**src/rtl/sktab_pkg.sv**
```systemverilog
// Shared types and constants for the sorted key table; depends on nothing.
// Used by sktab_cell, sktab_gather, sorted_key_table and the testbench.
`default_nettype none

package sktab_pkg;

  localparam int DEPTH      = 64;
  localparam int CNT_W      = $clog2(DEPTH + 1);
  localparam int KEY_W      = 32;
  localparam int DATA_W     = 32;
  localparam int OP_W       = 2;
  localparam int STATUS_W   = 2;
  localparam int GROUP      = 8;
  localparam int NUM_GROUPS = (DEPTH + GROUP - 1) / GROUP;

  typedef enum logic [OP_W-1:0] {
    OP_INSERT = 2'd0,
    OP_FIND   = 2'd1,
    OP_DELETE = 2'd2
  } op_t;

  typedef enum logic [STATUS_W-1:0] {
    ST_OK      = 2'd0,
    ST_DUP     = 2'd1,
    ST_FULL    = 2'd2,
    ST_MISSING = 2'd3
  } status_t;

  // Broadcast control from the sequencer to every cell of the chain.
  typedef struct packed {
    logic cmp_en;  // capture the compare flags against the command key
    logic ins_en;  // open a gap and place the new record
    logic del_en;  // close the gap left by the matching record
  } sktab_ctrl_t;

  typedef enum logic [3:0] {
    S_IDLE    = 4'b0001,
    S_COMPARE = 4'b0010,
    S_APPLY   = 4'b0100,
    S_REPORT  = 4'b1000
  } sktab_state_t;

endpackage

`default_nettype wire

```
**src/rtl/sktab_cell.sv**
```systemverilog
// One slot of the sorted record chain: a key, two data words and compare flags.
// Depends on sktab_pkg.
`default_nettype none

module sktab_cell (
  input  wire logic                             clk,
  input  wire logic                             rst,
  input  wire sktab_pkg::sktab_ctrl_t           ctrl,
  input  wire logic signed [sktab_pkg::KEY_W-1:0]  cmd_key,
  input  wire logic        [sktab_pkg::DATA_W-1:0] cmd_name,
  input  wire logic        [sktab_pkg::DATA_W-1:0] cmd_addr,
  input  wire logic                             occupied,
  input  wire logic                             prev_lt,
  input  wire logic signed [sktab_pkg::KEY_W-1:0]  prev_key,
  input  wire logic        [sktab_pkg::DATA_W-1:0] prev_name,
  input  wire logic        [sktab_pkg::DATA_W-1:0] prev_addr,
  input  wire logic signed [sktab_pkg::KEY_W-1:0]  next_key,
  input  wire logic        [sktab_pkg::DATA_W-1:0] next_name,
  input  wire logic        [sktab_pkg::DATA_W-1:0] next_addr,
  output logic signed      [sktab_pkg::KEY_W-1:0]  key,
  output logic             [sktab_pkg::DATA_W-1:0] name,
  output logic             [sktab_pkg::DATA_W-1:0] addr,
  output logic                                  lt,
  output logic                                  eq,
  output logic             [sktab_pkg::DATA_W-1:0] hit_name,
  output logic             [sktab_pkg::DATA_W-1:0] hit_addr
);
  import sktab_pkg::*;

  always_ff @(posedge clk) begin
    if (rst) begin
      lt <= 1'b0;
      eq <= 1'b0;
    end else if (ctrl.cmp_en) begin
      lt <= occupied && (key < cmd_key);
      eq <= occupied && (key == cmd_key);
    end
  end

  // On an insert, slots below the insertion point keep their record; the first
  // slot at or above it takes the new record, each later slot its neighbour's.
  always_ff @(posedge clk) begin
    if (ctrl.ins_en && !lt) begin
      if (prev_lt) begin
        key  <= cmd_key;
        name <= cmd_name;
        addr <= cmd_addr;
      end else begin
        key  <= prev_key;
        name <= prev_name;
        addr <= prev_addr;
      end
    end else if (ctrl.del_en && !lt) begin
      key  <= next_key;
      name <= next_name;
      addr <= next_addr;
    end
  end

  assign hit_name = eq ? name : '0;
  assign hit_addr = eq ? addr : '0;

endmodule

`default_nettype wire

```
**config.mk**
```make
export PLATFORM = sky130hd
export DESIGN_NAME = sktab_cell
export DESIGN_NICKNAME = d
export VERILOG_FILES = /design/src/rtl/sktab_pkg.sv /design/src/rtl/sktab_cell.sv
export SDC_FILE = /design/constraint.sdc
export NUM_CORES = 1
export LEC_CHECK = 0
export BUFFER_PORTS_ARGS = -buffer_cell sky130_fd_sc_hd__buf_4
export CAP_MARGIN = 20
export CORE_AREA = 10 10 167 169
export DETAILED_ROUTE_END_ITERATION = 6
export DIE_AREA = 0 0 177 179
export GPL_ROUTABILITY_DRIVEN = 1
export PLACE_DENSITY = 0.51
export SYNTH_ARGS = -nofsm -noshare
export SYNTH_HDL_FRONTEND = slang
export SYNTH_SLANG_ARGS = --single-unit
```
**constraint.sdc**
```tcl
create_clock -name clk -period 7.5 [get_ports clk]
set_input_delay 1.125 -clock clk [delete_from_list [all_inputs] [get_ports clk]]
set_output_delay 1.125 -clock clk [all_outputs]
set_load 0.01 [all_outputs]
```
**Word level (Yosys, flattened, before mapping)**

Cells that the tools add are included.

- Div/mod/pow operators: 0
- Shift operators: 0
- $lt $le $gt $ge: 1
- Bitwise operators: 0
- Mux-type cells: 11
- $add $sub $neg: 0
- Eq/ne operators: 1
- Reductions and logical operators: 6
- Multipliers: 0

Operator list:

| cell | number |
|---|---|
| $mux 32 | 11 |
| $eq 32x32->1 | 1 |
| $lt 32x32->1 | 1 |
| $logic_and 1x1->1 | 4 |
| $reduce_bool 2->1 | 1 |
| $logic_not 1->1 | 1 |

- Output and inout port bits: 162
- Bits in latches: 0
- Register bits: 98
- Input bits: 295
- Memories: 0
- Memory bits (writable): 0
- Word-level logic and storage cells: 24
- ROM bits: 0

**Longest topological paths before layout**

Gate-level depths: netlist of run 1.

- Depth after elaboration: 4
- Depth in mapped cells: 8
- Gate-level depth less buffers: 8

**Worst setup path before layout of run 1**

No wires, ideal clock.

- Path type: input port to flip-flop
- Start: input ctrl[1] (netlist bit)
- End: register addr[0] (netlist bit), enable pin
- Buffers on the path: 0
- Cell stages on the path: 2
- Arrival: 5203 ps
- Data required time: 6946 ps
- Library setup time: 554 ps
- Path slack: 1743 ps
- Cells stage by stage: nor2_1 nor2_1

- Cells in the longest elaborated chain, start to end: 2

RTL lines:

| item | line | text |
|---|---|---|
| from (decl) | sktab_cell.sv:8 | `input wire sktab_pkg::sktab_ctrl_t ctrl,` |
| $logic_and 1x1->1 | sktab_cell.sv:43 | `if (ctrl.ins_en && !lt) begin` |
| $reduce_bool 2->1 (no line) | - |  |
| to (signal assigned) | sktab_cell.sv:47 | `addr <= cmd_addr;` |
| to (signal assigned) | sktab_cell.sv:51 | `addr <= prev_addr;` |
| to (signal assigned) | sktab_cell.sv:56 | `addr <= next_addr;` |
| to (decl) | sktab_cell.sv:22 | `output logic [sktab_pkg::DATA_W-1:0] addr,` |

Every way passes these cells.
A chain may end at the register's enable or synchronous reset.

**Final worst setup path of run 1**

- Start: input ctrl[1] (netlist bit)
- End: register addr[2] (netlist bit), data pin

- Cells in the longest elaborated chain, start to end: 2

RTL lines:

| item | line |
|---|---|
| $logic_and 1x1->1 | sktab_cell.sv:43 |
| $mux 32 | sktab_cell.sv:43 |

Every way passes these cells.

==> impl_summary.log, run 1 <==
INFO  metric ant_nets = 0
INFO  metric post_dp_cell_area = between 9000 and 10000 um^2
INFO  metric synth-compound-area-share = 0.1028
INFO  metric worstPathRequired = 7560 ps
INFO  metric cts_buffers = 9
INFO  metric finish.instance_area = slightly above 10000 um^2
INFO  metric die-height = around 180 um
INFO  metric p_switching = 0.0005221 W
INFO  metric ys_async_sr_fraction = 0
INFO  metric syn_area = a little over 6000 um^2
INFO  metric final_hold_viol_count = 0
INFO  metric numPortBuffers = approximately 460
INFO  metric relSlewSlack = 0.3218
INFO  metric synth_simple_gate_area_frac = 0.1572
INFO  metric setup_tns = 0 ps
INFO  metric maximum_vdd_ir_drop = about 0.076 mV
INFO  metric post-route-drc-count = 0
INFO  metric yosys.area.top_type = sky130_fd_sc_hd__edfxtp_1
INFO  metric period_minus_slack = just under 3000 ps
INFO  metric critPathTopFamily = buffers and inverters
INFO  metric hp-start = eq$_SDFFE_PP0P_
INFO  metric final.setup_skew = 12.14 ps
INFO  metric via_count = ~6000
INFO  metric max-cap-violations = 0
INFO  metric setup_viol_count_final = 0
INFO  metric vias_per_cell = around 4.3
INFO  metric min_period_over_period = 0.3941
INFO  metric slowest_stage_delay_cp = roughly 730 ps
INFO  metric dieArea = 31680 um^2
INFO  metric share_clk_of_total_power = 0.274
INFO  metric clk_transition_reported_paths = approximately 70 ps
INFO  metric global_routing_met1_resource_utilization = 0.1883
INFO  metric drv_slew = 0
INFO  metric postSynthAreaPerCell = roughly 10 um^2
INFO  metric cts_resized = 0
INFO  metric share_of_final_layout_standard_cells_stronger_than_drive_strength_1 = 0.4573
INFO  metric power_leakage = 5.078 nW
INFO  metric ctsHtreeMaxLevel = 3
INFO  metric power.share.switching = 0.2974
INFO  metric ys_top_cells_by_area = sky130_fd_sc_hd__edfxtp_1 (47%), sky130_fd_sc_hd__mux2i_1 (16%), sky130_fd_sc_hd__o21ai_0 (8.1%)
INFO  metric totalWireLength = 28.54 mm
INFO  metric groute.layer.met2.usage = 0.2954
INFO  metric hold_buffers = 0
INFO  metric synth-main-ff-cell = sky130_fd_sc_hd__edfxtp_1
INFO  metric worst_setup_path_startpoint = ctrl[1]
INFO  metric clk_latency = approximately 350 ps
INFO  metric met3_capacity_usage_during_global_routing = 0.05518
INFO  metric timing.critical_path.slowest_stage_cell = sky130_fd_sc_hd__buf_4
INFO  metric grt_util_all_layers = 0.1668
INFO  metric ys_types = 28
INFO  metric synth_common_cells = sky130_fd_sc_hd__nand2_1 (108), sky130_fd_sc_hd__o21ai_0 (100), sky130_fd_sc_hd__edfxtp_1 (96), sky130_fd_sc_hd__mux2i_1 (96), sky130_fd_sc_hd__and2_1 (64)
INFO  metric cellInternalPower = approximately 0.0012 W
INFO  metric final.fill_count = 2480
INFO  metric holdWs = approximately 530 ps
INFO  metric critical-path-top-cell-by-count = sky130_fd_sc_hd__buf_4
INFO  metric yosys.area_share.adder = 0.06474
INFO  metric clock_path_buffers = 2
INFO  metric initialDrtViolationCount = approximately 310
INFO  metric post_cts.repair.setup_buffers = 0
INFO  metric muxShareOfSynthArea = 0.1554
INFO  metric cp_cell_sequence = buf_4, nand2b_4, buf_4, o21ai_0
INFO  metric number_of_register_bits_inferred_by_synthesis = 98
INFO  metric std_cell_rows = 58
INFO  metric regToRegStartpoint = lt$_SDFFE_PP0P_
INFO  metric critPathLaunchType = primary input
INFO  metric drtPass1Iterations = 4
INFO  metric clock-sinks = 98
INFO  metric timing_worst_setup_path_type = in -> reg
INFO  metric number_of_enable_flip_flop_cells_after_synthesis = 96
INFO  metric hold_path_depth = 2
INFO  metric largest_family_of_logic_cells_by_synthesized_area = simple AND/OR/NAND/NOR gates
INFO  metric largest_net_degree_at_the_start_of_global_routing = approximately 110
INFO  metric reg2regPathDepth = 3
INFO  metric grt_antenna_before_repair = 0
INFO  metric power.density_cell_area = between 150 and 200 nW/um^2
INFO  metric tritoncts = done
INFO  metric routabilityCongestion = approximately 0.84
INFO  metric worst-endpoint-arrival = between 3000 and 4000 ps
INFO  metric worstPathBufferInverterCount = 2
INFO  metric max_freq = approximately 340 MHz
INFO  metric grt_pass1_wl = around 40 mm
INFO  metric syn_nets = roughly 940
INFO  metric postLayoutCoreUtil = 0.4130
INFO  metric root_buffer = sky130_fd_sc_hd__clkbuf_16
INFO  metric preCtsSetupSlack = 4123 ps
INFO  metric synthToLayoutAreaGrowth = 65.24%
INFO  metric library_cell_with_the_highest_instance_count_after_synthesis = sky130_fd_sc_hd__nand2_1
INFO  metric synth_warnings = 0
INFO  metric final_nets = ~1400
INFO  metric synth_cells = between 600 and 700
INFO  metric critical_path_depth = 4
INFO  metric tightest_slew = between 1000 and 1500 ps
INFO  metric outcome = completed
INFO  metric crit_path_max_fanout = between 100 and 150
INFO  metric ys_seq_area_frac = 0.4726
INFO  metric synthDominantCellAreaShare = 0.4661
INFO  metric pwr-share-comb = 0.289
INFO  metric share_seq_of_total_power = 0.437
INFO  metric floorplan.initialDensity = 0.2499
INFO  metric rsz0062_at_grt = no
INFO  metric vias_in_the_first_global_route = about 6300
INFO  metric setup.worst_path.end_class = flip-flop
INFO  metric num_antenna_cells = 0
INFO  metric globalRoute.busiestLayer = met2
INFO  metric min-delay-path-class = reg -> reg
INFO  metric io_pins = approximately 460
INFO  metric post-route-worst-setup-slack = between 4000 and 5000 ps
INFO  metric grt_ovf = 0
INFO  metric yosys.area_share.xor_xnor = 0
INFO  metric floorplan.die.width = about 180 um
INFO  metric half_perimeter_wire_length_of_the_detailed_placement_result = approximately 23 mm
INFO  metric core_area = 24750 um^2
INFO  metric detail_route.wl_per_cell = 20.62 um
-- area by class of cell --
| cell class | instances | area [um^2] | area share |
|---|---|---|---|
| clock buffer | 9 | 225.2 | 0.02204 |
| clock inverter | 7 | 68.82 | 0.006734 |
| inverter | 34 | 127.6 | 0.01249 |
| multi-input combinational | 445 | 2984 | 0.2920 |
| sequential | 98 | 2924 | 0.2861 |
| tap | 330 | 412.9 | 0.04040 |
| timing repair buffer | 461 | 3477 | 0.3402 |
-- per-layer routing --
layer,share of wire,up-vias,wire length (um)
met5,0,-,0
met4,0.013,0,376
met3,0.084,19,2406
met2,0.52,248,14750
met1,0.39,2711,11010
li1,-,3041,-
-- cell usage in the layout, fill, tap and decap left out, drive strengths merged --
| master | n |
|---|---|
| nand2 | 108 |
| o21ai | 100 |
| o211ai | 1 |
| a221o | 1 |
| nor2 | 5 |
| bufinv | 1 |
| a21oi | 14 |
| clkbuf | 9 |
| a22oi | 1 |
| clkinv | 5 |
| dfxtp | 2 |
| ha | 32 |
| nor3 | 3 |
| a211oi | 1 |
| edfxtp | 96 |
| a2111oi | 1 |
| nor4 | 2 |
| mux2i | 96 |
| nand3 | 4 |
| nor3b | 2 |
| buf | 461 |
| a211o | 1 |
| nand4 | 6 |
| nand2b | 2 |
| inv | 35 |
| a221oi | 1 |
| and2 | 64 |
-- power groups by stage --
stage | Sequential [W] | Combinational (W) | Clock (W)
2_1_floorplan | 0.000801 | 0.000176 | 0
3_3_place_gp | 0.000780 | 0.000514 | 0
3_5_place_dp | 0.000778 | 0.000520 | 0
4_1_cts | 0.000768 | 0.000521 | 0.000497
5_1_grt | 0.000775 | 0.000561 | 0.000520
6_report | 0.000767 | 0.000507 | 0.000481
-- tightest hold or removal path: stages, from the launching register on --
cell	delay, ps
sky130_fd_sc_hd__dfxtp_2	360
sky130_fd_sc_hd__nand2b_1	80
sky130_fd_sc_hd__a21oi_1	50
-- cells by family (layout without fill, tap and decap cells) --
| family | count (synthesis) | after routing |
|---|---|---|
| DFF | 98 | 98 |
| and+or+nand+nor | 196 | 196 |
| AOI/OAI and AO/OA | 121 | 121 |
| muxes | 96 | 96 |
| adders and majority gates | 32 | 32 |
| buffers and inverters | 73 | 511 |
-- per-stage QoR --
step / power (W) / std cells
floorplan: 0.0009769 / 616
global placement: 0.001294 / 1367
detailed placement: 0.001298 / 1367
CTS: 0.001786 / 1383
global route: 0.001856 / 1384
finish: 0.001756 / 1384
-- path summary, 6_finish.rpt --
path	endpoint	slack, ps
max	addr[2]$_DFFE_PP_	4540
min	eq$_SDFFE_PP0P_	530
max reg2reg	addr[2]$_DFFE_PP_	4880
min reg2reg	eq$_SDFFE_PP0P_	530
-- state kept, by name (all words and copies together), names as in the netlist --
| name | cells |
|---|---|
| name | 32 |
| key | 32 |
| lt | 1 |
| eq | 1 |
| addr | 32 |
Power figures use the tool's default switching activity.
==> run 2, diff against run 1 <==
==> constraint.sdc (replaced) <==
create_clock -name clk -period 2.8 [get_ports clk]
set_input_delay 0.42 -clock clk [delete_from_list [all_inputs] [get_ports clk]]
set_output_delay 0.42 -clock clk [all_outputs]
set_load 0.01 [all_outputs]
==> run 2 against run 1 <==
  * Clock power grew to 2.7 times the previous value
  * Critical path depth is 1 lower
  * Cell count increased by 0.65%
  * Setup slack worse by 3800 ps
  * Die area did not move
  * Global-route usage is 0.11 points higher
  * Count of clock-buffer cells in the layout up 1
  * Combinational power grew to 2.8 times the previous value
  * Non-clock buffer count grew 9
  * Register-to-register slack lost 4100 ps
  * Wire length is 0.39% higher
  * Flip-flop and latch count did not move
==> impl_summary.log, run 2 (synthesized netlist as in run 1, its figures left out) <==
INFO  metric holdWs = 255.4 ps (-270.3 ps)
INFO  metric hp-start = rst
INFO  metric grt_ovf = 0 (unchanged)
INFO  metric num_antenna_cells = 0 (unchanged)
INFO  metric ctsHtreeMaxLevel = 3 (unchanged)
INFO  metric std_cell_rows = 58 (unchanged)
INFO  metric period_minus_slack = just over 2000 ps
INFO  metric multi_input_combinational_cell_area = 2984 um^2 (unchanged)
INFO  metric io_pins = 457 (unchanged)
INFO  metric hold_path_depth = 2 (unchanged)
INFO  metric floorplan.die.width = 177 um (unchanged)
INFO  metric setup_tns = 0 ps (unchanged)
INFO  metric reg2regPathDepth = 6 (+3)
INFO  metric layout_top_registers = addr x32, key x32, name x32
INFO  metric met3_capacity_usage_during_global_routing = 0.05981 (+0.004634)
INFO  metric dieArea = 31680 um^2 (unchanged)
INFO  metric routabilityCongestion = 0.8296 (-0.68%)
INFO  metric post-route-drc-count = 0 (unchanged)
INFO  metric final.fill_count = 2518 (+1.5%)
INFO  metric clock_path_buffers = 2 (unchanged)
INFO  metric post-route-worst-setup-slack = 787.0 ps (-3758 ps)
INFO  metric relSlewSlack = 0.6118 (+0.2900)
INFO  metric timing_worst_setup_path_type = reg -> out
INFO  metric outcome = completed
INFO  metric power.density_cell_area = 458.1 nW/um^2 (+170%)
INFO  metric ant_nets = 0 (unchanged)
INFO  metric mostFrequentLayoutCell = sky130_fd_sc_hd__buf_4
INFO  metric globalRoute.busiestLayer = met2
INFO  metric preCtsSetupSlack = 625.5 ps (-3498 ps)
INFO  metric clock-sinks = 98 (unchanged)
INFO  metric max-cap-violations = 0 (unchanged)
INFO  metric setup.worst_path.end_class = output port
INFO  metric crit_path_max_fanout = 37 (-66%)
INFO  metric max_freq = just under 500 MHz
INFO  metric final_hold_viol_count = 0 (unchanged)
INFO  metric clk_transition_reported_paths = 60 ps (about the same)
INFO  metric global_routing_met1_resource_utilization = 0.1888 (+0.0004940)
INFO  metric vias_in_the_first_global_route = 6514 (+2.6%)
INFO  metric power_leakage = 5.137 nW (+1.2%)
INFO  metric commonest_non_fill_non_tap_cells_in_the_layout = sky130_fd_sc_hd__buf_4 (463), sky130_fd_sc_hd__nand2_1 (108), sky130_fd_sc_hd__o21ai_0 (100), sky130_fd_sc_hd__mux2i_1 (96), sky130_fd_sc_hd__edfxtp_1 (96)
INFO  metric clk_latency = 350 ps (about the same)
INFO  metric sequential_cell_area = 2924 um^2 (unchanged)
INFO  metric regToRegStartpoint = key[25]$_DFFE_PP_
INFO  metric cts_resized = 0 (unchanged)
INFO  metric half_perimeter_wire_length_of_the_detailed_placement_result = 23.98 mm (+2.7%)
INFO  metric groute.layer.met2.usage = 0.2989 (+0.003461)
INFO  metric tightest_slew = 582.3 ps (-435.0 ps)
INFO  metric synthToLayoutAreaGrowth = 67.37%
INFO  metric root_buffer = sky130_fd_sc_hd__clkbuf_16
INFO  metric final_nets = 1385 (+0.65%)
INFO  metric vias_per_cell = 4.358 (+0.21%)
INFO  metric final.setup_skew = 14.87 ps (+2.730 ps)
INFO  metric largest_net_degree_at_the_start_of_global_routing = 59 (-46%)
INFO  metric min_period_over_period = 0.7189
INFO  metric via_count = 6071 (+0.86%)
INFO  metric initialDrtViolationCount = 203 (-35%)
INFO  metric rsz0062_at_grt = no
INFO  metric drtPass1Iterations = 5 (+1)
INFO  metric worstPathRequired = 2380 ps (-5180 ps)
INFO  metric floorplan.initialDensity = 0.2499 (unchanged)
INFO  metric grt_pass1_wl = 40.19 mm (+1.3%)
INFO  metric maximum_vdd_ir_drop = 0.2590 mV (+240%)
INFO  metric worst-endpoint-arrival = 1590 ps (-1430 ps)
INFO  metric drv_slew = 0 (unchanged)
INFO  metric postLayoutCoreUtil = 0.4183 (+0.005309)
INFO  metric cts_buffers = 9 (unchanged)
INFO  metric r2r_slack = 790 ps (-4090 ps)
INFO  metric post_cts.repair.setup_buffers = 0 (unchanged)
INFO  metric timing.hold.worst_endpoint = eq$_SDFFE_PP0P_
INFO  metric critPathLaunchType = flip-flop
INFO  metric numPortBuffers = 456 (unchanged)
INFO  metric grt_antenna_before_repair = 0 (unchanged)
INFO  metric grt_util_all_layers = 0.1679 (+0.001115)
INFO  metric core_area = 24750 um^2 (unchanged)
INFO  metric min-delay-path-class = in -> reg
INFO  metric setup_viol_count_final = 0 (unchanged)
INFO  metric die-height = 179 um (unchanged)
INFO  metric hold_buffers = 0 (unchanged)
INFO  metric detail_route.wl_per_cell = 20.57 um (-0.26%)
INFO  metric regToRegEndpoint = lt$_SDFFE_PP0P_
INFO  metric share_of_final_layout_standard_cells_stronger_than_drive_strength_1 = 0.4619 (+0.004595)
INFO  metric tritoncts = done
INFO  metric totalWireLength = 28.65 mm (+0.39%)
## run 2: cell types whose count changed in the layout (fill, tap and decap cells not counted)
cell                         before  now
sky130_fd_sc_hd__buf_12           1    6
sky130_fd_sc_hd__clkinv_1         2    1
sky130_fd_sc_hd__clkinv_2         1    0
sky130_fd_sc_hd__clkinvlp_4       0    2
sky130_fd_sc_hd__clkinv_4         2    1
sky130_fd_sc_hd__buf_4          459  463
sky130_fd_sc_hd__clkbuf_1         0    1
## run 2: per-layer routing
layer  vias to the layer above  routed length (um)
met5                         -                   0
met3                        12                2348
li1                       3054                   -
met4                         0                 319
met1                      2759               11020
met2                       246               14960
## run 2: worst max-delay path by stage
stage | depth (start not counted) | endpoint | slack (ps) | start
after global placement | 8 | lt$_SDFFE_PP0P_ | 670 | cmd_key[15]
final | 3 | hit_addr[27] | 790 | eq$_SDFFE_PP0P_
after CTS | 3 | hit_addr[27] | 710 | eq$_SDFFE_PP0P_
after detailed placement | 8 | lt$_SDFFE_PP0P_ | 630 | cmd_key[27]
after floorplan | 2 | addr[0]$_DFFE_PP_ | 500 | ctrl[1]
after global routing | 7 | lt$_SDFFE_PP0P_ | 600 | key[25]$_DFFE_PP_
## run 2: worst max-delay path: stages, from the launching register on
cell and delay, ps:
sky130_fd_sc_hd__dfxtp_2 690, sky130_fd_sc_hd__buf_12 260, sky130_fd_sc_hd__and2_1 160, sky130_fd_sc_hd__buf_4 130
## run 2: power by group
group | switching [W] | leakage, nW | internal, W
Clock | 0.000590 | 0.137 | 0.000697
Sequential | 0.000153 | 1.00 | 0.00190
Combinational | 0.000665 | 4.00 | 0.000740
## run 2: final cells by class
| cell class | instances | area share |
|---|---|---|
| clock inverter | 6 | 0.006406 |
| inverter | 34 | 0.01233 |
| tap | 330 | 0.03989 |
| timing repair buffer | 470 | 0.3485 |
| clock buffer | 10 | 0.02212 |
| sequential | 98 | 0.2825 |
| multi-input combinational | 445 | 0.2883 |
## run 2: per-stage QoR
stage | power, W | cell area [um^2] | cells
floorplan | 0.002604 | 6192 | 616
detailed placement | 0.003518 | 10060 | 1377
finish | 0.004742 | 10350 | 1393
CTS | 0.004829 | 10350 | 1393
global route | 0.005015 | 10350 | 1393
global placement | 0.003509 | 10060 | 1377
==> run 3, diff against run 2 <==
--- a/config.mk
+++ b/config.mk
@@ -5,13 +5,14 @@
 export SDC_FILE = /design/constraint.sdc
 export NUM_CORES = 1
 export LEC_CHECK = 0
+export ABC_AREA = 1
 export BUFFER_PORTS_ARGS = -buffer_cell sky130_fd_sc_hd__buf_4
 export CAP_MARGIN = 20
-export CORE_AREA = 10 10 167 169
+export CORE_AREA = 10 10 169 171
 export DETAILED_ROUTE_END_ITERATION = 6
-export DIE_AREA = 0 0 177 179
+export DIE_AREA = 0 0 179 181
 export GPL_ROUTABILITY_DRIVEN = 1
-export PLACE_DENSITY = 0.51
+export PLACE_DENSITY = 0.53
 export SYNTH_ARGS = -nofsm -noshare
 export SYNTH_HDL_FRONTEND = slang
 export SYNTH_SLANG_ARGS = --single-unit
==> constraint.sdc (replaced) <==
create_clock -name clk -period 1.65 [get_ports clk]
set_input_delay 0.2475 -clock clk [delete_from_list [all_inputs] [get_ports clk]]
set_output_delay 0.2475 -clock clk [all_outputs]
set_load 0.01 [all_outputs]
==> run 3 against run 2 <==
  * Cell count rose by 15%
  * Via count rose by 18%
  * Total power rose by 72%
  * Global-route usage rose by 0.81 points
==> impl_summary.log, run 3 <==
INFO  metric timing.hold.worst_endpoint = lt$_SDFFE_PP0P_
INFO  metric preCtsSetupSlack = -24.11 ps (-649.6 ps)
INFO  metric ys_async_sr_fraction = 0 (unchanged)
INFO  metric drv_slew = 0 (unchanged)
INFO  metric detail_route.wl_per_cell = 19.10 um (-7.1%)
INFO  metric postSynthAreaPerCell = 7.687 um^2 (-23%)
INFO  metric max_freq = approximately 610 MHz
INFO  metric regToRegStartpoint = key[15]$_DFFE_PP_
INFO  metric vias_per_cell = 4.467 (+2.5%)
INFO  metric totalWireLength = 30.52 mm (+6.5%)
INFO  metric half_perimeter_wire_length_of_the_detailed_placement_result = 24.52 mm (+2.3%)
INFO  metric setup.worst_path.end_class = flip-flop
INFO  metric clk_transition_reported_paths = 70 ps (about the same)
INFO  metric clock_path_buffers = 2 (unchanged)
INFO  metric io_pins = 457 (unchanged)
INFO  metric syn_nets = 1142 (+21%)
INFO  metric core_area = 25040 um^2 (+1.2%)
INFO  metric slowest_stage_delay_cp = 390 ps (-300 ps)
INFO  metric muxShareOfSynthArea = 0 (-0.1554)
INFO  metric timing.critical_path.slowest_stage_cell = sky130_fd_sc_hd__edfxtp_1
INFO  metric period_minus_slack = around 1600 ps
INFO  metric num_antenna_cells = 0 (unchanged)
INFO  metric commonest_non_fill_non_tap_cells_in_the_layout = sky130_fd_sc_hd__buf_4 (473), sky130_fd_sc_hd__nand2_1 (287), sky130_fd_sc_hd__inv_1 (108), sky130_fd_sc_hd__nor2_1 (101)
INFO  metric power.density_cell_area = 757.3 nW/um^2 (+65%)
INFO  metric share_of_final_layout_standard_cells_stronger_than_drive_strength_1 = 0.4188 (-0.04313)
INFO  metric routabilityCongestion = 0.8374 (+0.94%)
INFO  metric critPathLaunchType = flip-flop
INFO  metric ys_types = 25 (-11%)
INFO  metric min_period_over_period = 0.9941
INFO  metric die-height = 181 um (+1.1%)
INFO  metric std_cell_rows = 58 (unchanged)
INFO  metric largest_net_degree_at_the_start_of_global_routing = 65 (+10%)
INFO  metric finalPower = 0.008149 W (+72%)
INFO  metric root_buffer = sky130_fd_sc_hd__clkbuf_16
INFO  metric postLayoutCoreUtil = 0.4298 (+0.01149)
INFO  metric reg2regPathDepth = 12 (+6)
INFO  metric post-route-drc-count = 0 (unchanged)
INFO  metric synth_common_cells = sky130_fd_sc_hd__nand2_1 (290), sky130_fd_sc_hd__inv_1 (108), sky130_fd_sc_hd__nor2_1 (106)
INFO  metric synth-main-ff-cell = sky130_fd_sc_hd__edfxtp_1
INFO  metric synth-compound-area-share = 0.1158 (+0.01307)
INFO  metric synthToLayoutAreaGrowth = 71.76%
INFO  metric r2r_slack = 10 ps (-780 ps)
INFO  metric yosys.area.top_type = sky130_fd_sc_hd__edfxtp_1
INFO  metric final_hold_viol_count = 0 (unchanged)
INFO  metric hold_path_depth = 2 (unchanged)
INFO  metric regToRegEndpoint = lt$_SDFFE_PP0P_
INFO  metric ctsHtreeMaxLevel = 3 (unchanged)
INFO  metric synth_cells = 815 (+32%)
INFO  metric grt_util_all_layers = 0.1760 (+0.008121)
INFO  metric max-cap-violations = 0 (unchanged)
INFO  metric tightest_slew = 410.7 ps (-171.6 ps)
INFO  metric number_of_register_bits_inferred_by_synthesis = 98 (unchanged)
INFO  metric grt_ovf = 0 (unchanged)
INFO  metric timing_worst_setup_path_type = reg -> reg
INFO  metric setup_tns = 0 ps (unchanged)
INFO  metric outcome = completed
INFO  metric min-delay-path-class = in -> reg
INFO  metric floorplan.die.width = 179 um (+1.1%)
INFO  metric hold_buffers = 0 (unchanged)
INFO  metric mostFrequentLayoutCell = sky130_fd_sc_hd__buf_4
INFO  metric initialDrtViolationCount = 365 (+80%)
INFO  metric hp-start = rst
INFO  metric tritoncts = done
INFO  metric ys_top_cells_by_area = sky130_fd_sc_hd__edfxtp_1 (46%), sky130_fd_sc_hd__nand2_1 (17%), sky130_fd_sc_hd__a31oi_1 (9.6%)
INFO  metric critical-path-top-cell-by-count = sky130_fd_sc_hd__nand2_1
INFO  metric clk_latency = 350 ps (about the same)
INFO  metric relSlewSlack = 0.7262 (+0.1144)
INFO  metric rsz0062_at_grt = yes
INFO  metric layout_top_registers = addr x32, key x32, name x32
INFO  metric post-route-worst-setup-slack = 9.765 ps (-777.3 ps)
INFO  metric synth_warnings = 0 (unchanged)
INFO  metric number_of_enable_flip_flop_cells_after_synthesis = 96 (unchanged)
INFO  metric ys_seq_area_frac = 0.4665 (-0.006041)
INFO  metric setup_viol_count_final = 0 (unchanged)
INFO  metric worst_setup_path_startpoint = key[15]$_DFFE_PP_
INFO  metric syn_area = 6265 um^2 (+1.3%)
INFO  metric final_nets = 1591 (+15%)
INFO  metric worst-endpoint-arrival = 1870 ps (+280 ps)
INFO  metric finish.instance_area = 10760 um^2 (+4.0%)
INFO  metric largest_family_of_logic_cells_by_synthesized_area = simple AND/OR/NAND/NOR gates
INFO  metric yosys.area_share.xor_xnor = 0 (unchanged)
INFO  metric library_cell_with_the_highest_instance_count_after_synthesis = sky130_fd_sc_hd__nand2_1
INFO  metric cp_cell_sequence = ha_1, nand2_1, inv_1, nand3_1, nor2_2, nand2_1, nand2_1, nand2_2, nand2_1, nand2_1, nand3_2, a21oi_2
INFO  metric post_dp_cell_area = 10230 um^2 (+1.8%)
INFO  metric floorplan.initialDensity = 0.2502 (+0.0003007)
INFO  metric power_leakage = 5.657 nW (+10%)
INFO  metric clock-sinks = 98 (unchanged)
INFO  metric crit_path_max_fanout = 2 (-95%)
INFO  metric dieArea = 32400 um^2 (+2.3%)
INFO  metric grt_pass1_wl = 43.74 mm (+8.8%)
INFO  metric synthDominantCellAreaShare = 0.4602 (-0.005958)
INFO  metric ant_nets = 0 (unchanged)
INFO  metric critPathTopFamily = simple AND/OR/NAND/NOR gates
INFO  metric synth_simple_gate_area_frac = 0.2522 (+0.09505)
INFO  metric worstPathRequired = 1880 ps (-500 ps)
INFO  metric numPortBuffers = 456 (unchanged)
INFO  metric via_count = 7138 (+18%)
INFO  metric worstPathBufferInverterCount = 1 (-1)
INFO  metric yosys.area_share.adder = 0.06391 (-0.0008275)
INFO  metric drtPass1Iterations = 5 (unchanged)
INFO  metric grt_antenna_before_repair = 0 (unchanged)
INFO  metric maximum_vdd_ir_drop = 0.3860 mV (+49%)
INFO  metric cts_buffers = 9 (unchanged)
INFO  metric vias_in_the_first_global_route = 7278 (+12%)
INFO  metric final.setup_skew = 12.38 ps (-2.488 ps)
run 3: stage by stage:
| step | instances | hold slack [ps] |
|---|---|---|
| CTS | 1592 | 36.02 |
| finish | 1598 | 64.32 |
| global route | 1598 | 50.29 |
| detailed placement | 1577 | 410.6 |
| floorplan | 815 | 302.6 |
| global placement | 1577 | 408.7 |
run 3: how the worst max path moves through the flow:
stage / endpoint / cells after the start
3_3_place_gp: lt$_SDFFE_PP0P_ / 12
5_1_grt: lt$_SDFFE_PP0P_ / 12
4_1_cts: lt$_SDFFE_PP0P_ / 10
6_report: lt$_SDFFE_PP0P_ / 12
2_1_floorplan: addr[0]$_DFFE_PP_ / 1
3_5_place_dp: lt$_SDFFE_PP0P_ / 10
run 3: kinds of logic (layout without fill, tap and decap cells):
logic type               count (synthesis)  after routing
AND/OR/NAND/NOR                        408            408
buffers and inverters                  159            612
AO/OA/AOI/OAI                          118            118
flip-flops                              98             98
adder cells (fa/ha/maj)                 32             32
run 3: what timing repair did:
action	4_1_cts	5_1_grt
buffers inserted	0	5
resized for setup	5	18
gates cloned	0	1
endpoints found under the setup margin	54	4
pin swaps	1	4
run 3: worst register-to-register path: stages (launching register included):
cell                       delay, ps
sky130_fd_sc_hd__edfxtp_1        390
sky130_fd_sc_hd__ha_1            320
sky130_fd_sc_hd__nand2_1          60
sky130_fd_sc_hd__inv_1            60
sky130_fd_sc_hd__nand3_1         100
sky130_fd_sc_hd__nor2_2          150
sky130_fd_sc_hd__nand2_1          60
sky130_fd_sc_hd__nand2_1         100
sky130_fd_sc_hd__nand2_2          70
sky130_fd_sc_hd__nand2_1          60
sky130_fd_sc_hd__nand2_1          50
sky130_fd_sc_hd__nand3_2          60
sky130_fd_sc_hd__a21oi_2          40
run 3: metal layers:
layer | part of all wire | global-route usage | vias up
li1 | - | - | 3552
met4 | 0.016 | 0.04664 | 0
met1 | 0.38 | 0.1944 | 3272
met2 | 0.51 | 0.3181 | 289
met5 | 0 | 0 | -
met3 | 0.090 | 0.05150 | 25
run 3: area by class of cell:
type                            count  area [um^2]
Multi-Input combinational cell    558         2865
Tap cell                          330        412.9
Timing Repair Buffer              487         3831
Sequential cell                    98         2928
Clock buffer                       10        229.0
Inverter                          110        414.1
Clock inverter                      5        80.08
Fill cell                        2573        14280
run 3: where the power goes:
part	total, W	switching (W)	leakage (nW)	internal (W)
combinational	0.00248	0.00120	4.54	0.00129
clock	0.00229	0.000970	0.145	0.00132
sequential	0.00337	0.000216	0.973	0.00316
total	0.00815	0.00239	5.66	0.00576
